`src/gltm_pkg.sv`:
```
// gltm_pkg: shared constants for the global luminance tone mapper.
// Luminance weights, fixed-point widths and the register reset value.
// No dependencies.
package gltm_pkg;

  // Rec. 709 luminance weights, Q0.16, sum is exactly 1.0
  localparam int          WEIGHT_BITS  = 16;
  localparam logic [15:0] WEIGHT_RED   = 16'd13938;
  localparam logic [15:0] WEIGHT_GREEN = 16'd46868;
  localparam logic [15:0] WEIGHT_BLUE  = 16'd4730;

  localparam int          GAIN_BITS    = 24;
  localparam logic [23:0] GAIN_RESET   = 24'd65536;

  localparam int          SCALE_BITS   = 32;   // scale factor, Q16.16
  localparam int          PROD_BITS    = 40;   // channel times scale, Q.16
  localparam int          OUT_SHIFT    = 16;
  localparam int          OUT_BITS     = 17;
  localparam logic [16:0] OUT_ONE      = 17'd65536;

endpackage

```
`src/global_luminance_tone_map.sv`:
```
// Global luminance tone mapper: bit-serial sequencer, multipliers and divider.
// Depends on gltm_pkg.
//
// Usage: the host streams each frame twice over the in_ channel. Words with
// in_mode low are measured: their luminance updates the running peak, and
// in_frame_start restarts the peak from that word. No result is produced.
// Words with in_mode high are mapped and give one out_ word with the three
// tone mapped channels in Q1.16, clamped to 1.0. cfg_we writes display_gain
// (Q8.16) in the same cycle; write it only while the block is idle.
// Sequence, all bit-serial with one bit per cycle: a measure word runs the
//   luminance pass and updates the peak, then in_ready returns; no output.
//   A map word runs the luminance pass; with a nonzero peak it then squares
//   the peak, multiplies it by 1.0 + y and runs the restoring divider. Then
//   it multiplies the channels by the scale (1.0 for a zero peak), saturates,
//   multiplies by the gain and loads the output register.
// One word is in flight at a time; the next is taken in the cycle after the
// previous finishes. The output register holds a finished word while the
// receiver stalls, and a new input word is accepted meanwhile; a second
// mapped result then waits in its last step until the output register frees.
// Reset (rst_n low, synchronous) clears the peak to zero, sets the gain to
// 1.0 and drops out_valid.
module global_luminance_tone_map
  import gltm_pkg::*;
#(
  parameter int CHANNEL_BITS  = 24,
  parameter int FRACTION_BITS = 20
) (
  input  logic                    clk,
  input  logic                    rst_n,
  input  logic                    cfg_we,
  input  logic [GAIN_BITS-1:0]    cfg_wdata,
  input  logic                    in_valid,
  output logic                    in_ready,
  input  logic                    in_mode,
  input  logic                    in_frame_start,
  input  logic [CHANNEL_BITS-1:0] in_red_in,
  input  logic [CHANNEL_BITS-1:0] in_green_in,
  input  logic [CHANNEL_BITS-1:0] in_blue_in,
  output logic                    out_valid,
  input  logic                    out_ready,
  output logic [OUT_BITS-1:0]     out_red_out,
  output logic [OUT_BITS-1:0]     out_green_out,
  output logic [OUT_BITS-1:0]     out_blue_out
);

  localparam int CB   = CHANNEL_BITS;
  localparam int FB   = FRACTION_BITS;
  localparam int MX   = (CB > FB) ? CB : FB;
  localparam int EW   = MX + 1;                       // 1.0 + y
  localparam int P2W  = 2 * CB;                       // peak squared
  localparam int DW   = P2W + EW;                     // divisor
  localparam int CF   = CB + FB;
  localparam int AW   = ((P2W > CF) ? P2W : CF) + 1;  // numerator before shift
  localparam int NW   = AW + OUT_SHIFT + FB;          // divider iterations
  localparam int LW   = CB + WEIGHT_BITS + 2;
  localparam int L1W  = CB + SCALE_BITS;
  localparam int L2W  = PROD_BITS + GAIN_BITS;
  localparam int LAW  = (L1W > L2W) ? L1W : L2W;
  localparam int MPA  = (EW > SCALE_BITS) ? EW : SCALE_BITS;
  localparam int MPW  = (MPA > GAIN_BITS) ? MPA : GAIN_BITS;
  localparam int CNTW = $clog2(NW);
  localparam int WIW  = $clog2(WEIGHT_BITS);

  localparam logic [3:0] S_IDLE  = 4'd0;
  localparam logic [3:0] S_LUM   = 4'd1;
  localparam logic [3:0] S_EVAL  = 4'd2;
  localparam logic [3:0] S_SQR   = 4'd3;
  localparam logic [3:0] S_DEN   = 4'd4;
  localparam logic [3:0] S_DIV   = 4'd5;
  localparam logic [3:0] S_MUL_S = 4'd6;
  localparam logic [3:0] S_SAT   = 4'd7;
  localparam logic [3:0] S_MUL_G = 4'd8;
  localparam logic [3:0] S_OUT   = 4'd9;

  logic [3:0]           state_r, state_nxt;
  logic [CNTW-1:0]      cnt_r, cnt_nxt;
  logic                 mode_r, mode_nxt;
  logic                 start_r, start_nxt;
  logic [CB-1:0]        ch_r [3];
  logic [CB-1:0]        ch_nxt [3];
  logic [LW-1:0]        lum_r, lum_nxt;
  logic [CB-1:0]        y_r, y_nxt;
  logic [CB-1:0]        peak_r, peak_nxt;
  logic [GAIN_BITS-1:0] gain_r, gain_nxt;
  logic [MPW-1:0]       mpl_r, mpl_nxt;
  logic [DW-1:0]        mul_r, mul_nxt;
  logic [P2W-1:0]       p2_r, p2_nxt;
  logic [AW-1:0]        num_r, num_nxt;
  logic [DW-1:0]        rem_r, rem_nxt;
  logic [SCALE_BITS-1:0] q_r, q_nxt;
  logic                 sat_r, sat_nxt;
  logic [LAW-1:0]       lane_r [3];
  logic [LAW-1:0]       lane_nxt [3];
  logic [PROD_BITS-1:0] t_r [3];
  logic [PROD_BITS-1:0] t_nxt [3];
  logic [OUT_BITS-1:0]  out_r [3];
  logic [OUT_BITS-1:0]  out_nxt [3];
  logic                 out_valid_r, out_valid_nxt;

  // datapath terms
  logic                 mbit, cnt_last;
  logic [WIW-1:0]       wi;
  logic [LW-1:0]        lum_step;
  logic [CB-1:0]        y_val;
  logic [DW-1:0]        mul_mcand, mul_step;
  logic [DW:0]          rem_sh, rem_dif;
  logic                 qbit;
  logic [DW-1:0]        rem_new;
  logic [SCALE_BITS-1:0] q_new, s_div;
  logic                 sat_new;
  logic [EW-1:0]        e_val;
  logic [AW-1:0]        a_val;
  logic [LAW-1:0]       lane_mc [3];
  logic [LAW-1:0]       lane_step [3];
  logic [LAW-1:0]       t_sh [3];
  logic [PROD_BITS-1:0] t_val [3];
  logic [LAW-1:0]       o_sh [3];
  logic [OUT_BITS-1:0]  o_val [3];

  assign in_ready      = (state_r == S_IDLE);
  assign out_valid     = out_valid_r;
  assign out_red_out   = out_r[0];
  assign out_green_out = out_r[1];
  assign out_blue_out  = out_r[2];

  assign mbit     = mpl_r[MPW-1];
  assign cnt_last = (cnt_r == '0);
  assign wi       = cnt_r[WIW-1:0];

  // luminance, MSB-first over the weight bits
  assign lum_step = (lum_r << 1)
                  + (WEIGHT_RED[wi]   ? LW'(ch_r[0]) : '0)
                  + (WEIGHT_GREEN[wi] ? LW'(ch_r[1]) : '0)
                  + (WEIGHT_BLUE[wi]  ? LW'(ch_r[2]) : '0);
  assign y_val = lum_r[WEIGHT_BITS +: CB];

  // peak squared, then times (1.0 + y)
  assign mul_mcand = (state_r == S_SQR) ? DW'(peak_r) : DW'(p2_r);
  assign mul_step  = (mul_r << 1) + (mbit ? mul_mcand : '0);

  assign e_val = (EW'(1) << FB) + EW'(y_r);
  assign a_val = AW'(p2_r) + (AW'(y_r) << FB);

  // restoring divider; numerator shifts out MSB first, zeros after it empties
  assign rem_sh  = {rem_r, num_r[AW-1]};
  assign rem_dif = rem_sh - {1'b0, mul_r};
  assign qbit    = (rem_sh >= {1'b0, mul_r});
  assign rem_new = qbit ? rem_dif[DW-1:0] : rem_sh[DW-1:0];
  assign q_new   = {q_r[SCALE_BITS-2:0], qbit};
  // a quotient bit at weight 2^32 or above means the scale saturates
  assign sat_new = sat_r | (qbit && (cnt_r >= CNTW'(SCALE_BITS)));
  assign s_div   = sat_new ? '1 : q_new;

  always_comb begin
    for (int k = 0; k < 3; k++) begin
      lane_mc[k]   = (state_r == S_MUL_S) ? LAW'(ch_r[k]) : LAW'(t_r[k]);
      lane_step[k] = (lane_r[k] << 1) + (mbit ? lane_mc[k] : '0);
      t_sh[k]      = lane_r[k] >> FB;
      t_val[k]     = (|t_sh[k][LAW-1:PROD_BITS]) ? '1 : t_sh[k][PROD_BITS-1:0];
      o_sh[k]      = lane_r[k] >> OUT_SHIFT;
      o_val[k]     = (o_sh[k] > LAW'(OUT_ONE)) ? OUT_ONE : o_sh[k][OUT_BITS-1:0];
    end
  end

  always_comb begin
    state_nxt     = state_r;
    cnt_nxt       = cnt_r;
    mode_nxt      = mode_r;
    start_nxt     = start_r;
    ch_nxt        = ch_r;
    lum_nxt       = lum_r;
    y_nxt         = y_r;
    peak_nxt      = peak_r;
    gain_nxt      = cfg_we ? cfg_wdata : gain_r;
    mpl_nxt       = mpl_r;
    mul_nxt       = mul_r;
    p2_nxt        = p2_r;
    num_nxt       = num_r;
    rem_nxt       = rem_r;
    q_nxt         = q_r;
    sat_nxt       = sat_r;
    lane_nxt      = lane_r;
    t_nxt         = t_r;
    out_nxt       = out_r;
    out_valid_nxt = out_valid_r && !out_ready;

    unique case (state_r)
      S_IDLE: begin
        if (in_valid) begin
          mode_nxt  = in_mode;
          start_nxt = in_frame_start;
          ch_nxt[0] = in_red_in;
          ch_nxt[1] = in_green_in;
          ch_nxt[2] = in_blue_in;
          lum_nxt   = '0;
          cnt_nxt   = CNTW'(WEIGHT_BITS - 1);
          state_nxt = S_LUM;
        end
      end
      S_LUM: begin
        lum_nxt = lum_step;
        cnt_nxt = cnt_r - 1'b1;
        if (cnt_last) begin
          state_nxt = S_EVAL;
        end
      end
      S_EVAL: begin
        y_nxt = y_val;
        if (!mode_r) begin
          if (start_r || (y_val > peak_r)) begin
            peak_nxt = y_val;
          end
          state_nxt = S_IDLE;
        end else if (peak_r == '0) begin
          // zero peak: scale is exactly 1.0
          mpl_nxt = MPW'(SCALE_BITS'(OUT_ONE)) << (MPW - SCALE_BITS);
          for (int k = 0; k < 3; k++) lane_nxt[k] = '0;
          cnt_nxt   = CNTW'(SCALE_BITS - 1);
          state_nxt = S_MUL_S;
        end else begin
          mpl_nxt   = MPW'(peak_r) << (MPW - CB);
          mul_nxt   = '0;
          cnt_nxt   = CNTW'(CB - 1);
          state_nxt = S_SQR;
        end
      end
      S_SQR: begin
        mul_nxt = mul_step;
        mpl_nxt = mpl_r << 1;
        cnt_nxt = cnt_r - 1'b1;
        if (cnt_last) begin
          p2_nxt    = mul_step[P2W-1:0];
          mul_nxt   = '0;
          mpl_nxt   = MPW'(e_val) << (MPW - EW);
          cnt_nxt   = CNTW'(EW - 1);
          state_nxt = S_DEN;
        end
      end
      S_DEN: begin
        mul_nxt = mul_step;
        mpl_nxt = mpl_r << 1;
        cnt_nxt = cnt_r - 1'b1;
        if (cnt_last) begin
          num_nxt   = a_val;
          rem_nxt   = '0;
          q_nxt     = '0;
          sat_nxt   = 1'b0;
          cnt_nxt   = CNTW'(NW - 1);
          state_nxt = S_DIV;
        end
      end
      S_DIV: begin
        rem_nxt = rem_new;
        q_nxt   = q_new;
        sat_nxt = sat_new;
        num_nxt = num_r << 1;
        cnt_nxt = cnt_r - 1'b1;
        if (cnt_last) begin
          mpl_nxt = MPW'(s_div) << (MPW - SCALE_BITS);
          for (int k = 0; k < 3; k++) lane_nxt[k] = '0;
          cnt_nxt   = CNTW'(SCALE_BITS - 1);
          state_nxt = S_MUL_S;
        end
      end
      S_MUL_S: begin
        lane_nxt = lane_step;
        mpl_nxt  = mpl_r << 1;
        cnt_nxt  = cnt_r - 1'b1;
        if (cnt_last) begin
          state_nxt = S_SAT;
        end
      end
      S_SAT: begin
        t_nxt = t_val;
        for (int k = 0; k < 3; k++) lane_nxt[k] = '0;
        mpl_nxt   = MPW'(gain_r) << (MPW - GAIN_BITS);
        cnt_nxt   = CNTW'(GAIN_BITS - 1);
        state_nxt = S_MUL_G;
      end
      S_MUL_G: begin
        lane_nxt = lane_step;
        mpl_nxt  = mpl_r << 1;
        cnt_nxt  = cnt_r - 1'b1;
        if (cnt_last) begin
          state_nxt = S_OUT;
        end
      end
      S_OUT: begin
        // wait here while the output register still holds an untaken word
        if (!out_valid_r || out_ready) begin
          out_nxt       = o_val;
          out_valid_nxt = 1'b1;
          state_nxt     = S_IDLE;
        end
      end
      default: begin
        state_nxt = S_IDLE;
      end
    endcase
  end

  always_ff @(posedge clk) begin
    if (!rst_n) begin
      state_r     <= S_IDLE;
      out_valid_r <= 1'b0;
      peak_r      <= '0;
      gain_r      <= GAIN_RESET;
    end else begin
      state_r     <= state_nxt;
      out_valid_r <= out_valid_nxt;
      peak_r      <= peak_nxt;
      gain_r      <= gain_nxt;
    end
  end

  always_ff @(posedge clk) begin
    cnt_r   <= cnt_nxt;
    mode_r  <= mode_nxt;
    start_r <= start_nxt;
    ch_r    <= ch_nxt;
    lum_r   <= lum_nxt;
    y_r     <= y_nxt;
    mpl_r   <= mpl_nxt;
    mul_r   <= mul_nxt;
    p2_r    <= p2_nxt;
    num_r   <= num_nxt;
    rem_r   <= rem_nxt;
    q_r     <= q_nxt;
    sat_r   <= sat_nxt;
    lane_r  <= lane_nxt;
    t_r     <= t_nxt;
    out_r   <= out_nxt;
  end

  a_accept_starts_lum: assert property (@(posedge clk) disable iff (!rst_n)
    (in_valid && in_ready) |=> (state_r == S_LUM))
    else $error("accepted word did not start the luminance pass");

  a_peak_only_in_measure: assert property (@(posedge clk) disable iff (!rst_n)
    ((state_r != S_EVAL) || mode_r) |=> $stable(peak_r))
    else $error("peak changed outside a measure word");

  a_div_rem_bound: assert property (@(posedge clk) disable iff (!rst_n)
    (state_r == S_DIV) |-> (rem_r < mul_r))
    else $error("divider remainder not below divisor");

  a_out_only_map: assert property (@(posedge clk) disable iff (!rst_n)
    (state_r == S_OUT) |-> mode_r)
    else $error("measure word reached the output step");

endmodule
```
`config.mk`:
```
export PLATFORM = sky130hd
export DESIGN_NAME = global_luminance_tone_map
export DESIGN_NICKNAME = d
export VERILOG_FILES = /design/src/gltm_pkg.sv /design/src/global_luminance_tone_map.sv
export SDC_FILE = /design/constraint.sdc
export NUM_CORES = 2
export LEC_CHECK = 0
export ABC_AREA = 1
export BUFFER_PORTS_ARGS = -buffer_cell sky130_fd_sc_hd__clkbuf_2
export CAP_MARGIN = 40
export CORE_AREA = 2 2 375 377
export DETAILED_ROUTE_END_ITERATION = 7
export DIE_AREA = 0 0 377 379
export PLACE_DENSITY_LB_ADDON = 0.1
export SYNTH_ARGS = -nofsm -noshare
export SYNTH_HDL_FRONTEND = slang
export SYNTH_SLANG_ARGS = --single-unit
```
`constraint.sdc`:
```
create_clock -name clk -period 16.5 [get_ports clk]
set_input_delay 0.825 -clock clk [delete_from_list [all_inputs] [get_ports clk]]
set_output_delay 0.825 -clock clk [all_outputs]
set_load 0.01 [all_outputs]
```
==> results.json <==
{
  "run_status": "complete, no violations",
  "crit_buf_inv": 4,
  "nets": 9154,
  "initial_core_util_pct": 44.7,
  "die_x_um": 377,
  "firstDrtPassIters": 6,
  "drt-total-wl_um": 228000,
  "fin_crit_sh_pct": 28.7,
  "path_delay_family": "simple AND/OR/NAND/NOR gates",
  "worstMarginPinSlew_ns": 1.17,
  "synth_sequential_area_ratio_pct": 41.3,
  "ios": 156,
  "hp-class": "in -> reg",
  "clkTransAtPathRegs_ns": 0.06,
  "die_y_um": 379,
  "multi_input_area_mm2": 0.0307,
  "cpMaxStageDelayCell": "edfxtp_1",
  "dp_hpwl_um": 183000,
  "yosys_register_bits": 871,
  "cp.arrival_ns": 5.22,
  "netlist_instances": 8530,
  "setup_tns_ns": 0,
  "crit_type": "reg -> reg",
  "via_per_inst": 5.40,
  "routed.top_layer": "met5",
  "drtIter0Drc": 5130,
  "io_buffers": 155,
  "seq_area_mm2": 0.0256,
  "fin_skew_ns": 0.0372,
  "cp_slowest_stage_delay_ns": 0.75,
  "grt_pass1_vias": 55597,
  "max_freq_ghz": 0.211,
  "wl_met2_um": 108000,
  "grtUsageTotal_pct": 31.5,
  "finalHoldViolCount": 0,
  "wire_per_inst_um": 21.6,
  "syn_avg_cell_area_um2": 7.27,
  "clkLatencyLatePin_ns": 0.74,
  "crit_fanout": 73,
  "rows": 137,
  "met3WireLength_um": 14300,
  "worstSetupEndpointType": "register",
  "worstPathCellList": "buf_4 > inv_1 > nor3_1 > inv_1 > fa_1 > o21ai_1 > nand2_1 > nand2_1 > inv_1 > o21ai_1 > nand2_1 > nand3_1 > nand3_1 > nand2_1 > nor2_1",
  "drv_cap": 0,
  "start_kind": "register",
  "h-tree-depth": 3,
  "grt_first_pass_wirelength_um": 339000,
  "dp_slack_ns": 11.90,
  "drc": 0,
  "ys_warn_count": 0,
  "p_leak_nw": 30.4,
  "grt_antenna_before_repair": 20,
  "fill_cells": 14215,
  "finalSetupViolations": 0,
  "fin_crit_ns": 4.73,
  "post_cts_buffers": 0,
  "max-vdd-ir-drop_v": 0.000174,
  "clock_path_buffers": 3,
  "globalRoute.totalOverflow": 0,
  "slew_violations": 0,
  "synth_cell_types": 52,
  "drtAntennaViolNets": 0,
  "cts_root_buf": "clkbuf_16",
  "final_area_mm2": 0.0684,
  "required_ns": 16.99,
  "rsz0062_at_grt": "no",
  "die_area_mm2": 0.143,
  "cts_inserted_buffers": 105,
  "slew_headroom_pct": 22.0,
  "cts_hold_buf": 0,
  "area_growth_pct": 10.3,
  "layout-drive-gt1-share_pct": 5.25,
  "finalWeightedCongestion": 1.00,
  "grt_max_degree": 155,
  "timing.final.ws_setup_ns": 11.77,
  "cts_sinks": 871,
  "vias": 57167,
  "netlist_area_mm2": 0.0620,
  "ctsResizeCount": 0,
  "syn-num-nets": 9004,
  "total_power_mw": 12.8,
  "cts_tree": "yes",
  "placed_cell_area_mm2": 0.0650,
  "wl_met1_um": 96400,
  "core-area_mm2": 0.139,
  "crit_top_cell": "nand2_1",
  "p_per_area_mw_per_mm2": 187
}
[power breakdown]
| group | switching [mW] | internal (mW) | total (mW) | leakage [nW] |
|---|---|---|---|---|
| Clock | 1.01 | 1.29 | 2.30 | 1.63 |
| Combinational | 4.82 | 1.96 | 6.78 | 21.0 |
| Sequential | 0.539 | 3.20 | 3.74 | 7.83 |
| Total | 6.37 | 6.45 | 12.8 | 30.4 |
[synthesized netlist by cell type (all sizes together)]
library cell  count  share of area, %
nor3b             8             0.097
xor2             64              0.90
a21boi           10              0.12
a22oi             3             0.036
clkbuf          110              0.67
dfxtp            56               1.8
nor3            124               1.0
nand3b           27              0.33
nand2          2217                13
edfxtp          815                39
o2111ai           9              0.13
or2              27              0.27
a31oi            33              0.33
o22ai             1             0.010
nand3           367               3.0
o21ai           502               4.1
a221oi            1             0.014
and2              5             0.050
a21o             46              0.56
clkinv            1            0.0060
nand4            88              0.89
nor4             47              0.48
fa               54               1.7
o21bai           40              0.48
o211ai            9              0.11
buf              52              0.53
inv            1352               8.2
ha              317               6.4
and3              2             0.020
a211oi            4             0.048
o41ai             1             0.014
a21oi           656               5.3
xnor2            24              0.34
a31o              1             0.014
nor2           1427               8.8
o21a             30              0.36
[per-layer routing]
metal,track usage (%),vias up
met5,0,-
met4,12.5,14
met3,3.92,362
met2,53.5,1917
met1,40.8,26813
li1,-,28061
[flip-flops by register name, summed over array words and instances, names as in the netlist, 31 cells and up, named ones only]
| name | cells |
|---|---|
| lane_r | 192 |
| t_r | 120 |
| mul_r | 73 |
| rem_r | 73 |
| ch_r | 72 |
| num_r | 49 |
| p2_r | 48 |
| lum_r | 40 |
| mpl_r | 32 |
| q_r | 31 |
[worst reg2reg max path, delay by kind of cell, from the launching register on]
family / cells / cell delay (ns)
buf+inv: 4 / 1.28
flops: 1 / 0.75
simple gates: 8 / 1.23
compound gates: 2 / 0.81
fa+ha+maj: 1 / 0.44
[cell type report]
| cell class | instances | share of cell area [%] |
|---|---|---|
| Tap cell | 1807 | 3.31 |
| Sequential cell | 871 | 37.4 |
| Antenna cell | 6 | 0.0220 |
| Inverter | 1353 | 7.43 |
| Clock buffer | 125 | 4.03 |
| Multi-Input combinational cell | 6144 | 44.9 |
| Clock inverter | 66 | 0.854 |
| Timing Repair Buffer | 205 | 1.99 |
[through the flow]
| stage | std cells | hold WS [ns] | util (%) |
|---|---|---|---|
| 2_1_floorplan | 8530 | 0.429 | - |
| 3_3_place_gp | 10367 | 0.453 | 46.6 |
| 3_5_place_dp | 10380 | 0.456 | 46.8 |
| 4_1_cts | 10571 | 0.208 | 49.2 |
| 5_1_grt | 10574 | 0.232 | 49.3 |
| 6_report | 10577 | 0.260 | 49.3 |
[layout by cell type (no fill, tap or decap), types with 8 or more instances in the layout]
cell type,instances
a21boi_0,10
a21o_1,46
a21oi_1,655
a31oi_1,31
buf_16,8
buf_4,37
clkbuf_1,17
clkbuf_16,107
clkbuf_2,155
clkinv_1,19
clkinv_2,21
dfxtp_1,56
edfxtp_1,815
fa_1,54
ha_1,317
inv_1,1336
inv_2,17
nand2_1,2202
nand2_2,12
nand3_1,363
nand3b_1,27
nand4_1,88
nor2_1,1399
nor2_2,18
nor2_4,10
nor3_1,122
nor3b_1,8
nor4_1,45
o2111ai_1,9
o211ai_1,9
o21a_1,30
o21ai_0,480
o21ai_1,20
o21bai_1,40
or2_2,26
xnor2_1,24
xor2_1,64
[logic make-up after synthesis]
| logic type | Yosys count | synth area share (%) |
|---|---|---|
| xor+xnor | 88 | 1.24 |
| simple gates | 4339 | 28.4 |
| fa+ha+maj | 371 | 8.14 |
| compound gates | 1346 | 11.6 |
| flops | 871 | 41.3 |
| buf+inv | 1515 | 9.39 |
[path summary, 6_finish.rpt]
check	start	to	slack, ns	cells after the start
setup / recovery	mpl_r[31]$_DFFE_PP_	lane_r[117]$_SDFFCE_PN0P_	11.77	15
hold reg to reg	gain_r[16]$_SDFFE_PN1P_	gain_r[16]$_SDFFE_PN1P_	0.47	2
setup reg to reg	mpl_r[31]$_DFFE_PP_	lane_r[117]$_SDFFCE_PN0P_	11.77	15
hold / removal	in_blue_in[18]	ch_r[18]$_DFFE_PP_	0.26	1
(Power assumes the default switching activity.)
